[config.mk]
export PLATFORM = sky130hd
export DESIGN_NAME = xs_control
export DESIGN_NICKNAME = d
export VERILOG_FILES = /design/src/hw/rtl/xs_pkg.sv /design/src/hw/rtl/xs_control.sv
export SDC_FILE = /design/constraint.sdc
export NUM_CORES = 1
export LEC_CHECK = 0
export BUFFER_PORTS_ARGS = -buffer_cell sky130_fd_sc_hd__buf_2
export CAP_MARGIN = 20
export CORE_AREA = 5 5 59 61
export CTS_CLUSTER_SIZE = 12
export DETAILED_ROUTE_END_ITERATION = 8
export DIE_AREA = 0 0 64 66
export GPL_ROUTABILITY_DRIVEN = 0
export PLACE_DENSITY_LB_ADDON = 0.05
export SLEW_MARGIN = 20
export SYNTH_ARGS = -nofsm -noshare
export SYNTH_HDL_FRONTEND = slang
export SYNTH_SLANG_ARGS = --single-unit
[constraint.sdc]
create_clock -name clk -period 2.3 [get_ports clk]
set_input_delay 0.115 -clock clk [delete_from_list [all_inputs] [get_ports clk]]
set_output_delay 0.115 -clock clk [all_outputs]
set_load 0.05 [all_outputs]
[src/hw/rtl/xs_pkg.sv]
// Package: types, constants and helpers for the xoshiro256** generator
`timescale 1ns / 1ps
`default_nettype none
package xs_pkg;
	localparam int WordW = 64;
	localparam int ActW = 3;
	localparam int CntW = 8;

	localparam logic [ActW-1:0] ACT_NEXT  = 3'd0;
	localparam logic [ActW-1:0] ACT_B32   = 3'd1;
	localparam logic [ActW-1:0] ACT_B64   = 3'd2;
	localparam logic [ActW-1:0] ACT_JUMP  = 3'd3;
	localparam logic [ActW-1:0] ACT_LJUMP = 3'd4;

	localparam logic [WordW-1:0] GOLDEN = 64'h9e3779b97f4a7c15;
	localparam logic [WordW-1:0] MIX1   = 64'hbf58476d1ce4e5b9;
	localparam logic [WordW-1:0] MIX2   = 64'h94d049bb133111eb;
	localparam logic [4*WordW-1:0] JUMP_POLY = {64'h39abdc4529b1661c,
		64'ha9582618e03fc9aa, 64'hd5a61266f0c9392c, 64'h180ec6d33cfd0aba};
	localparam logic [4*WordW-1:0] LJUMP_POLY = {64'h39109bb02acbe635,
		64'h77710069854ee241, 64'hc5004e441c522fb3, 64'h76e15d3efefdcbbf};

	// datapath operations
	typedef enum logic [4:0] {
		OP_NONE, OP_SEED, OP_MIXA, OP_MIXB, OP_MIXSUM, OP_MIXC, OP_LOAD,
		OP_DRAW, OP_MUL, OP_ADD, OP_CMP, OP_DIVINIT, OP_DIVSTEP,
		OP_LEAPCLR, OP_LEAP, OP_LEAPEND, OP_ZERO
	} op_t;

	typedef struct packed {
		op_t op;
		logic wide;
	} cmd_t;

	typedef struct packed {
		logic reject;
		logic need_thr;
		logic div_done;
		logic leap_done;
	} stat_t;

	function automatic logic [WordW-1:0] rotl(input logic [WordW-1:0] v,
		input int k);
		rotl = (v << k) | (v >> (WordW - k));
	endfunction
endpackage
`default_nettype wire

[src/hw/rtl/xs_control.sv]
// Controller: sequences seeding, draws, rejection and leaps
`timescale 1ns / 1ps
`default_nettype none
module xs_control (
	input  wire logic                     clk,
	input  wire logic                     arst_n,
	input  wire logic                     cfg_we,
	input  wire logic                     in_fire,
	input  wire logic [xs_pkg::ActW-1:0]  action,
	input  wire logic                     out_fire,
	input  wire xs_pkg::stat_t            stat,
	output xs_pkg::cmd_t                  cmd,
	output logic                          busy,
	output logic                          out_valid
);
	import xs_pkg::*;

	typedef enum logic [13:0] {
		S_SEED  = 14'b00000000000001,
		S_MIXA  = 14'b00000000000010,
		S_SUMA  = 14'b00000000000100,
		S_MIXB  = 14'b00000000001000,
		S_SUMB  = 14'b00000000010000,
		S_MIXC  = 14'b00000000100000,
		S_IDLE  = 14'b00000001000000,
		S_DRAW  = 14'b00000010000000,
		S_MUL   = 14'b00000100000000,
		S_ADD   = 14'b00001000000000,
		S_CHK   = 14'b00010000000000,
		S_DIV   = 14'b00100000000000,
		S_LEAP  = 14'b01000000000000,
		S_OUT   = 14'b10000000000000
	} state_t;

	state_t state_q;
	logic [1:0] wcnt_q;
	logic [ActW-1:0] act_q;
	logic thr_ok_q;
	logic wide;

	assign wide = (act_q == ACT_B64);
	assign busy = (state_q != S_IDLE);
	assign out_valid = (state_q == S_OUT);

	always_comb begin
		cmd.wide = wide;
		cmd.op = OP_NONE;
		unique case (state_q)
			S_SEED: cmd.op = OP_SEED;
			S_MIXA: cmd.op = OP_MIXA;
			S_SUMA: cmd.op = OP_MIXSUM;
			S_MIXB: cmd.op = OP_MIXB;
			S_SUMB: cmd.op = OP_MIXSUM;
			S_MIXC: cmd.op = OP_MIXC;
			S_IDLE: begin
				cmd.wide = (action == ACT_B64);
				if (in_fire)
					cmd.op = (action == ACT_JUMP || action == ACT_LJUMP) ? OP_LEAPCLR :
						(action <= ACT_B64) ? OP_LOAD : OP_ZERO;
			end
			S_DRAW: cmd.op = OP_DRAW;
			S_MUL:  cmd.op = OP_MUL;
			S_ADD:  cmd.op = OP_ADD;
			S_CHK:  cmd.op = (stat.need_thr && !thr_ok_q) ? OP_DIVINIT : OP_NONE;
			S_DIV:  cmd.op = OP_DIVSTEP;
			S_LEAP: cmd.op = stat.leap_done ? OP_LEAPEND : OP_LEAP;
			S_OUT:  cmd.op = OP_NONE;
			default: cmd.op = OP_NONE;
		endcase
		if (cfg_we)
			cmd.op = OP_SEED;
	end

	always_ff @(posedge clk or negedge arst_n) begin
		if (!arst_n) begin
			state_q <= S_SEED;
			wcnt_q <= '0;
			act_q <= ACT_NEXT;
			thr_ok_q <= 1'b0;
		end else if (cfg_we) begin
			state_q <= S_MIXA;
			wcnt_q <= '0;
		end else begin
			unique case (state_q)
				S_SEED: state_q <= S_MIXA;
				S_MIXA: state_q <= S_SUMA;
				S_SUMA: state_q <= S_MIXB;
				S_MIXB: state_q <= S_SUMB;
				S_SUMB: state_q <= S_MIXC;
				S_MIXC: begin
					wcnt_q <= wcnt_q + 2'd1;
					state_q <= (wcnt_q == 2'd3) ? S_IDLE : S_MIXA;
				end
				S_IDLE: if (in_fire) begin
					act_q <= action;
					thr_ok_q <= 1'b0;
					state_q <= (action == ACT_JUMP || action == ACT_LJUMP) ? S_LEAP :
						(action <= ACT_B64) ? S_DRAW : S_OUT;
				end
				S_DRAW: state_q <= S_MUL;
				S_MUL:  state_q <= S_ADD;
				S_ADD:  state_q <= (act_q == ACT_NEXT) ? S_OUT : S_CHK;
				S_CHK: begin
					if (!stat.need_thr)
						state_q <= S_OUT;
					else if (!thr_ok_q)
						state_q <= S_DIV;
					else
						state_q <= stat.reject ? S_DRAW : S_OUT;
				end
				S_DIV: if (stat.div_done) begin
					thr_ok_q <= 1'b1;
					state_q <= S_CHK;
				end
				S_LEAP: if (stat.leap_done) state_q <= S_OUT;
				S_OUT: if (out_fire) state_q <= S_IDLE;
				default: state_q <= S_IDLE;
			endcase
		end
	end
endmodule
`default_nettype wire

Word level (Yosys, flattened, before mapping)
Cells that the tools add are included.
{"block": "op_classes", "n_addsub": 1, "bitwise": 1, "muxes": 26, "reduce_logical": 10, "n_eq_ne": 26, "n_lt_le_gt_ge": 1}
{"op": "14-bit one-hot mux with 14 select lines", "n": 1}
{"op": "14-bit 2-to-1 mux", "n": 11}
{"op": "5-bit one-hot mux with 12 select lines", "n": 1}
{"op": "5-bit 2-to-1 mux", "n": 4}
{"op": "14-bit by 1-bit equality test with 1-bit output, second input constant", "n": 1}
{"op": "14-bit by 10-bit equality test with 1-bit output, second input constant", "n": 1}
{"op": "14-bit by 11-bit equality test with 1-bit output, second input constant", "n": 1}
{"op": "14-bit by 12-bit equality test with 1-bit output, second input constant", "n": 1}
{"op": "14-bit by 13-bit equality test with 1-bit output, second input constant", "n": 1}
{"op": "14-bit equality test, second input constant", "n": 1}
{"op": "14-bit by 2-bit equality test with 1-bit output, second input constant", "n": 1}
{"op": "14-bit by 3-bit equality test with 1-bit output, second input constant", "n": 1}
{"op": "14-bit by 4-bit equality test with 1-bit output, second input constant", "n": 1}
{"op": "14-bit by 5-bit equality test with 1-bit output, second input constant", "n": 1}
{"op": "14-bit by 6-bit equality test with 1-bit output, second input constant", "n": 1}
{"op": "14-bit by 7-bit equality test with 1-bit output, second input constant", "n": 1}
{"op": "14-bit by 8-bit equality test with 1-bit output, second input constant", "n": 1}
{"op": "14-bit by 9-bit equality test with 1-bit output, second input constant", "n": 1}
{"op": "14-bit by 7-bit != test with 1-bit output, second input constant", "n": 1}
{"op": "3-bit != test, second input constant", "n": 4}
{"op": "3-bit by 2-bit equality test with 1-bit output, second input constant", "n": 3}
{"op": "4-bit AND reduction", "n": 2}
{"op": "7-bit 2-to-1 mux", "n": 1}
{"op": "1-bit 2-to-1 mux", "n": 4}
{"op": "16 further kinds", "n": 19}
{"block": "totals", "out_inout_bits": 8, "regBits": 20}

Logic depth before layout (Yosys ltp)
Gate-level depths: netlist (run 1).
{"block": "depth", "ltp_word": 6, "mapped_depth": 9}

Least setup slack after synthesis (run 1)
Ideal clock, no wire load.
{"block": "synth_path", "kind": "reg2reg", "startpoint": "register state_q[3]", "endpoint": "register state_q[13]", "arrival_ns": 3.521, "required_time_ns": 2.220, "setup_slack_ns": -1.301, "stages_incl_launch_ff": 8, "path_buffers": 2, "path_cell_list": "dfrtp_1 -> buf_6 -> or4_4 -> buf_6 -> or3_4 -> nor4b_1 -> nand2b_1 -> a21oi_1"}
{"block": "synth_between", "elab_chain_len": 3, "elab_cells_between_ends": 21, "cone_classes": "eq/ne: 18; mux: 2; reduce/logical: 1"}
{"item": "from (decl)", "line_no": "xs_control.sv:35", "source": "state_t state_q;"}
{"item": "from (signal assigned)", "line_no": "xs_control.sv:92", "source": "state_q <= (wcnt_q == 2'd3) ? S_IDLE : S_MIXA;"}
{"item": "from (signal assigned)", "line_no": "xs_control.sv:97", "source": "state_q <= (action == ACT_JUMP || action == ACT_LJUMP) ? S_LEAP :"}
{"item": "from (signal assigned)", "line_no": "xs_control.sv:102", "source": "S_ADD: state_q <= (act_q == ACT_NEXT) ? S_OUT : S_CHK;"}
{"item": "14-bit equality test *"}
{"item": "named net out_valid", "line_no": "xs_control.sv:14", "source": "output logic out_valid"}
{"item": "14-bit one-hot mux with 14 select lines or 3-bit != test (tied branches)"}
{"item": "14-bit 2-to-1 mux or 4-bit AND reduction (tied branches)"}
Mark *: on every way through the listed nets, which the timed path passes. The rest lies on a longest branch.
A chain may end at the register's enable or synchronous reset.

==> impl_metrics.tcl, run 1 <==
set metrics [dict create \
    maxClockFrequency_mhz 343 \
    post_dp_cell_area_mm2 0.00186 \
    post-synth-top-count-cell "dfrtp_1" \
    synth_fp_nets 172 \
    wl_per_cell_um 17.9 \
    yosysTopAreaCellShare_pct 33.4 \
    worstMarginPinSlew_ps 704 \
    drc 0 \
    synth-simple-area-share_pct 35.0 \
    synth_area_leaders "dfrtp_1 33%, nor3_1 5.6%, nor4b_1 4.3%" \
    synth_area_mm2 0.00143 \
    skew_ps 7.90 \
    postSynthCellCount 159 \
    cts_sinks 20 \
    setup_tns_ps -4720 \
    layout_min_cycle_time_ps 2920 \
    dieArea_mm2 0.00422 \
    status "finished with violations" \
    n_antenna_cell 0 \
    fin_area_mm2 0.00208 \
    synth_adder_area_share_pct 0.878 \
    maxCapViolCount 0 \
    start_kind "flip-flop" \
    detail_route.vias_per_cell 6.14 \
    synth_common_cells "19 x dfrtp_1, 16 x nor3_1, 12 x nor2_1" \
    yosys-mux-area-fraction_pct 3.07 \
    dpl.cell_count 238 \
    reg2reg_from "state_q[2]" \
    hold_viol 0 \
    ys_types 44 \
    violations "negative setup slack" \
    synth_edf_count 0 \
    setup_violations 18 \
    track_usage_pct 21.7 \
    cts_buffer_depth 2 \
    root_buffer "clkbuf_4" \
    nets 227 \
    ys_ff_latch 20 \
    io_buffers 19 \
    startpoint "state_q[2]" \
    worstPathArrival_ps 2800 \
    drt_iter0_drc 84 \
    die_w_um 64 \
    cp_max_fo 4 \
    initial_utilization_pct 48.7 \
    avgSynthCellArea_um2 8.96 \
    antenna_found_initial 0 \
    post-route-period-util_pct 127 \
    ys_seq_area_share_pct 35.2 \
    drive_above_1_share_pct 47.4 \
    p_leak_nw 0.908 \
    cts_max_level 1 \
    dp_hpwl_um 3360 \
    insertion_delay_ps 320 \
    grt_pass1_vias 1514 \
    critical_path_class "reg2out" \
    ys.flop_type "dfrtp_1" \
    area_growth_pct 45.8 \
    io_pins 20 \
    synth_top_cell_by_area "dfrtp_1" \
    cts_tree "done" \
    fin_ws_ps -618 \
    num_rows 20 \
    drtPass1Iterations 6 \
    drv_slew 0 \
    cts_buffers 3 \
    yosysWarnings 0 \
    dieHeight_um 66 \
    routed_wl_um 4400 \
    ir_drop_mv 0.507 \
    grt_pass1_wl_um 7110 \
    max_slew_margin_pct 52.7 \
    synth-compound-area-share_pct 13.6 \
    hp-class "in2reg" \
    rsz0062_at_grt "yes" \
    finalNonFillerCells 246 \
    cts.reportedPaths.clkPinSlew_ps 130 \
    required_ps 2180 \
    min_from "out_fire" \
    synth_top_family_by_area "simple AND/OR/NAND/NOR gates" \
    core_area_mm2 0.00293 \
    ys_async_sr_fraction_pct 100 \
    overflow 0 \
    grt_max_degree 21 \
    power.density_mw_per_mm2 479 \
    vias 1510 \
    ant_nets 0 \
    synthXorXnorAreaFrac_pct 4.92 \
    end_kind "primary output" \
]
cells in the final DEF (no fill, tap or decap), types with 3 or more instances in the layout:
master / instances
nand2_1: 6
buf_6: 9
nor4b_1: 6
nor4_2: 4
o21ai_0: 7
or3b_2: 3
inv_1: 5
buf_4: 42
xnor2_1: 4
xor2_1: 4
or3_1: 4
dfrtp_1: 19
clkbuf_4: 3
nor2_1: 9
buf_2: 11
mux2_2: 3
nand3_1: 7
a21oi_1: 4
nor3_1: 14
or4_4: 3
power by group:
| part | internal, mW | switching, mW | total (mW) |
|---|---|---|---|
| Clock | 0.176 | 0.122 | 0.299 |
| Combinational | 0.138 | 0.164 | 0.302 |
| Sequential | 0.374 | 0.0204 | 0.394 |
| Total | 0.688 | 0.307 | 0.995 |
metal layers:
layer / GRT usage (%) / vias to the layer above / part of all wire [%]
met5: 0 / - / 0
li1: - / 705 / -
met4: 10.6 / 0 / 3.7
met2: 36.1 / 62 / 48
met1: 27.3 / 727 / 43
met3: 3.23 / 16 / 5.1
state kept, by name, summed over array words and instances, names as in the netlist:
| signal | cells |
|---|---|
| state_q | 14 |
| act_q | 3 |
| wcnt_q | 2 |
| thr_ok_q | 1 |
critical path, cell delays in order (launching register included):
cell and delay (ps):
dfrtp_1 410, or4_4 570, or4_1 520, a211oi_2 320, nor4_2 160, a311oi_4 300, buf_6 200
final timing paths:
kind	end	slack, ps	depth (start not counted)
max reg2reg	state_q[6]	-260	6
min	state_q[13]	60	3
min reg2reg	wcnt_q[1]	550	2
min in group asynchronous	state_q[2]	260	2
max	cmd[4]	-620	6
max in group asynchronous	state_q[0]	1690	2
layout make-up:
cell class,count,area (um2)
timing repair buffer,63,482
multi-input combinational,120,978
sequential,20,502
clock inverter,1,30.0
clock buffer,3,22.5
fill,235,850
inverter,6,22.5
tap,33,41.3
kinds of logic after synthesis:
group	Yosys count
muxes	4
other	1
and+or+nand+nor	79
adders and majority gates	1
xor gates and xnor gates	8
AOI/OAI and AO/OA	27
buffers and inverters	19
DFF	20
metrics by stage:
step           setup slack (ps)  utilization [%]  hold slack (ps)  power, mW
2_1_floorplan              -628                -             -181      0.571
4_1_cts                    -602             70.0             64.4      0.989
6_report                   -618             71.0             64.5      0.995
3_3_place_gp               -329             63.5             85.9      0.655
5_1_grt                    -710             71.0             86.1       1.04
3_5_place_dp               -387             63.5             95.2      0.663
repair_timing:
item                                   4_1_cts  5_1_grt
pin swaps                                    3        3
gates cloned                                 0        0
hold buffers                                 1        0
resized for setup                           29        5
setup buffers                                2        1
setup endpoints to repair                   22       23
endpoints found under the hold margin       19        0
No activity file was read; power rests on OpenSTA's default activity.
==> run 2: changes to the inputs <==
Settings changed: CELL_PAD_IN_SITES_DETAIL_PLACEMENT set to 0, CELL_PAD_IN_SITES_GLOBAL_PLACEMENT set to 1, CORE_AREA 5 5 59 61 to 5 5 67 69, DIE_AREA 0 0 64 66 to 0 0 72 74.
==> run 2 against run 1 <==
Net effect: the run still ends with negative setup slack left; utilization is 12 points lower; largest cell class unchanged; largest power group unchanged; power increased by 8.8%; sequential share of layout area is 2.0 points lower; final area is 8.8% higher; first-iteration DRC count decreased by 52%; count of clock-buffer cells in the layout unchanged; highest routed layer unchanged; sequential power fell by 1%.
==> impl_metrics.tcl, run 2 (synthesized netlist as in run 1, its figures left out) <==
set metrics [dict create \
    power.density_mw_per_mm2 479 \
    initial_utilization_pct 37.0 \
    layout_min_cycle_time_ps 2800 \
    worstPathArrival_ps 2690 \
    worstMarginPinSlew_ps 578 \
    end_kind "primary output" \
    insertion_delay_ps 260 \
    drive_above_1_share_pct 52.9 \
    final_cell_mix "46 x buf_4, 19 x dfrtp_1, 12 x buf_6" \
    top_register "state_q" \
    die_w_um 72 \
    dp_hpwl_um 3390 \
    ff2ff_path_depth 10 \
    antenna_found_initial 0 \
    ir_drop_mv 0.461 \
    drt_iter0_drc 40 \
    hp-class "in2reg" \
    n_antenna_cell 0 \
    vias 1468 \
    io_pins 20 \
    cts_buffer_depth 2 \
    final_common_cell "buf_4" \
    drc 0 \
    cts_tree "done" \
    required_ps 2180 \
    largest_reg_flops 14 \
    dieHeight_um 74 \
    r2r_slack_ps -280 \
    max_slew_margin_pct 61.2 \
    nets 235 \
    io_buffers 19 \
    maxCapViolCount 0 \
    ant_nets 0 \
    rsz0062_at_grt "yes" \
    regArea_um2 502 \
    wl_per_cell_um 16.7 \
    core_area_mm2 0.00386 \
    r2r-end "state_q[6]" \
    multi_input_area_mm2 0.00104 \
    drtPass1Iterations 4 \
    num_rows 23 \
    min_from "out_fire" \
    maxClockFrequency_mhz 357 \
    setup_violations 15 \
    met2_usage_pct 32.6 \
    cts.reportedPaths.clkPinSlew_ps 80 \
    cts_sinks 20 \
    routed_wl_um 4510 \
    cts_buffers 3 \
    start_kind "flip-flop" \
    nFillCells 360 \
    worst_hold_path.endpoint "state_q[13]" \
    post-route-period-util_pct 122 \
    p_leak_nw 0.979 \
    track_usage_pct 18.1 \
    grt_max_degree 21 \
    area_growth_pct 58.6 \
    skew_ps 0.944 \
    grt_util_met3_pct 1.76 \
    overflow 0 \
    grt_use_met1_pct 22.7 \
    grt_pass1_vias 1580 \
    reg2reg_from "state_q[6]" \
    whs_path_depth 3 \
    globalRoute.busiestLayer "met2" \
    status "finished with violations" \
    drv_slew 0 \
    fin_ws_ps -504 \
    dieArea_mm2 0.00533 \
    critical_path_class "reg2out" \
    cp_max_fo 3 \
    cts_max_level 1 \
    detail_route.vias_per_cell 5.42 \
    violations "negative setup slack" \
    grt_pass1_wl_um 7450 \
    power_mw 1.08 \
    root_buffer "clkbuf_8" \
    hold_viol 0 \
    reg.largest.list "state_q (14), act_q (3), wcnt_q (2)" \
    hold_ws_ps 117 \
]
## run 2: changes by cell type in the layout (fill, tap and decap cells not counted), sizes merged
cell  before  now
buf       62   70
## run 2: cell type report
| type | instances | share of cell area, % |
|---|---|---|
| Inverter | 6 | 0.996 |
| Timing Repair Buffer | 71 | 24.8 |
| Multi-Input combinational cell | 120 | 46.1 |
| Clock buffer | 3 | 1.83 |
| Sequential cell | 20 | 22.2 |
| Tap cell | 50 | 2.77 |
| Clock inverter | 1 | 1.33 |
## run 2: critical path, cell delays in order (launching register included)
cell and delay (ps):
dfrtp_1 390, or4_4 540, or3_4 390, or4b_4 490, and3_4 170, a311oi_4 250, buf_6 190
## run 2: timing repair
item	CTS	global route
endpoints found under the hold margin	19	0
gates cloned	1	0
buffers inserted	7	5
hold buffers	1	0
gates resized for setup	35	18
setup endpoints to repair	21	24
pin swaps	4	11
## run 2: metal layers
layer / routed length [um] / part of all wire, % / up-vias
met5: 0 / 0 / -
met4: 72 / 1.6 / 0
met3: 68 / 1.5 / 8
met2: 2310 / 51 / 20
met1: 2070 / 46 / 717
li1: - / - / 723
## run 2: metrics by stage
step                      setup WS, ps  utilization, %  instance area [um2]  cells  setup TNS (ps)
after floorplan                   -628               -                 1510    159           -4930
after detailed placement          -338            49.2                 1900    257           -2740
after global placement            -307            49.2                 1900    257           -2600
after CTS                         -512            56.1                 2160    269           -3550
after global routing              -605            58.6                 2260    271           -5200
final                             -504            58.6                 2260    271           -3450
## run 2: where the power goes
part	switching (mW)	internal [mW]
clock	0.127	0.233
sequential	0.0165	0.373
combinational	0.180	0.154
total	0.324	0.760
## run 2: how the worst max path moves through the flow
stage	start	to
floorplan	state_q[2]	cmd[1]
global placement	state_q[6]	cmd[2]
detailed placement	state_q[6]	cmd[2]
CTS	state_q[6]	cmd[2]
global route	state_q[6]	cmd[2]
finish	state_q[6]	cmd[2]
==> run 3: changes to the inputs <==
Settings changed: PLACE_DENSITY_LB_ADDON 0.05 to 0.1.
==> run 3 against run 2 <==
Net effect: the flow still finishes with violations (negative setup slack); clock power shrank 3%; routed wire length up 0.20%; sequential power about the same; utilization rose by 1.9 points; first-iteration DRC count is 38% higher; cell count unchanged; maximum frequency decreased by 1.9%; critical path depth is the same; via count grew 0.54%; largest power group unchanged; highest routed layer unchanged; non-clock buffer count unchanged; power rose by 2.5%; worst hold slack better by 33 ps.
==> impl_metrics.tcl, run 3 (synthesized netlist as in run 1, its figures left out) <==
set metrics [dict create \
    fin_ws_ps -559 \
    overflow 0 \
    setup_violations 17 \
    top_register "state_q" \
    cts_max_level 1 \
    initial_utilization_pct 37.0 \
    required_ps 2180 \
    maxClockFrequency_mhz 350 \
    status "finished with violations" \
    p_int_mw 0.785 \
    setup_tns_ps -4830 \
    worstPathArrival_ps 2740 \
    cp_max_fo 4 \
    grt_pass1_vias 1508 \
    nets 235 \
    drc 0 \
    grt_max_degree 21 \
    ir_drop_mv 0.283 \
    drive_above_1_share_pct 53.4 \
    switching_share_pct 29.3 \
    root_buffer "clkbuf_8" \
    ant_nets 0 \
    cts_tree "done" \
    drt_iter0_drc 55 \
    cts_buffers 3 \
    vias 1476 \
    hold_viol 0 \
    maxCapViolCount 0 \
    routed_wl_um 4520 \
    route.met2.wl_um 2220 \
    dieHeight_um 74 \
    post_dp_cell_area_mm2 0.00190 \
    cts.reportedPaths.clkPinSlew_ps 80 \
    end_kind "primary output" \
    io_buffers 19 \
    p_leak_nw 1.00 \
    antenna_found_initial 0 \
    drv_slew 0 \
    seqPwrFrac_pct 35.1 \
    top_layer_used "met4" \
    cts_sinks 20 \
    track_usage_pct 16.9 \
    p_switching_mw 0.325 \
    dp_hpwl_um 3310 \
    power.density_mw_per_mm2 476 \
    violations "negative setup slack" \
    core_area_mm2 0.00386 \
    final_cell_mix "45 x buf_4, 19 x dfrtp_1, 11 x buf_2" \
    hp-class "in2reg" \
    m1WireLength_um 2140 \
    worstMarginPinSlew_ps 675 \
    insertion_delay_ps 260 \
    critical_path_class "reg2out" \
    p_clk_share_pct 31.6 \
    dieArea_mm2 0.00533 \
    drtPass1Iterations 4 \
    detail_route.vias_per_cell 5.45 \
    wl_per_cell_um 16.7 \
    area_growth_pct 63.8 \
    post-route-period-util_pct 124 \
    start_kind "flip-flop" \
    die_w_um 72 \
    final_common_cell "buf_4" \
    n_antenna_cell 0 \
    largest_reg_flops 14 \
    skew_ps 2.32 \
    power_mw 1.11 \
    io_pins 20 \
    num_rows 23 \
    grt_pass1_wl_um 7080 \
    dr_wl_met3_um 132 \
    layout_min_cycle_time_ps 2860 \
    p_comb_share_pct 33.3 \
    max_slew_margin_pct 54.7 \
    rsz0062_at_grt "yes" \
    cts_buffer_depth 2 \
    reg.largest.list "state_q (14), act_q (3), wcnt_q (2)" \
    fin_area_mm2 0.00233 \
]
## run 3: cell count changes in the layout (fill, tap and decap cells not counted), moves of 2 or more
cell / before / now
buf_6: 12 / 10
nor3_1: 8 / 10
nor3_2: 7 / 3
nor3_4: 1 / 3
## run 3: routing by layer
layer / track usage (%) / vias up
li1: - / 723
met5: 0 / -
met1: 22.4 / 727
met4: 3.76 / 0
met3: 1.76 / 4
met2: 30.0 / 22
## run 3: final cells by class
type | count | area, um2
clock buffer | 3 | 41.3
clock inverter | 1 | 30.0
fill | 339 | 1520
inverter | 6 | 22.5
multi-input combinational | 120 | 1090
sequential | 20 | 502
tap | 50 | 62.6
timing repair buffer | 71 | 591
## run 3: power groups by stage
stage | registers [mW] | clock network [mW] | logic [mW]
global route | 0.393 | 0.377 | 0.393
CTS | 0.390 | 0.359 | 0.304
detailed placement | 0.397 | 0 | 0.260
global placement | 0.395 | 0 | 0.259
finish | 0.390 | 0.351 | 0.370
floorplan | 0.395 | 0 | 0.177
## run 3: path summary, 6_finish.rpt
check                         endpoint  cells past startpoint  slack (ps)       start
min reg2reg                  wcnt_q[1]                      2         560   wcnt_q[1]
min                        state_q[13]                      3         150    out_fire
max                             cmd[2]                      6        -560  state_q[7]
min in group asynchronous   state_q[9]                      2         360      arst_n
max reg2reg                 state_q[2]                      9        -360  state_q[7]
max in group asynchronous   state_q[0]                      2        1600      arst_n
## run 3: metrics by stage
stage	hold WS [ps]	util, %	instances	setup WS [ps]
detailed placement	88.5	49.2	257	-396
global placement	89.5	49.2	257	-322
CTS	135	55.6	266	-528
finish	150	60.5	271	-559
global route	145	60.5	271	-605
floorplan	-181	-	159	-628
## run 3: critical path, cell delays in order (launching register included)
cell and delay (ps):
dfrtp_1 410, or4_4 560, or3_4 400, or4b_4 500, and3_4 170, a311oi_4 260
buf_6 200
## run 3: repair_timing
action	in CTS	in global routing
gates resized for setup	32	28
buffers inserted	4	6
cloned	0	1
endpoints found under the hold margin	19	0
pin swaps	6	15
hold buffers	1	0
endpoints found under the setup margin	20	23
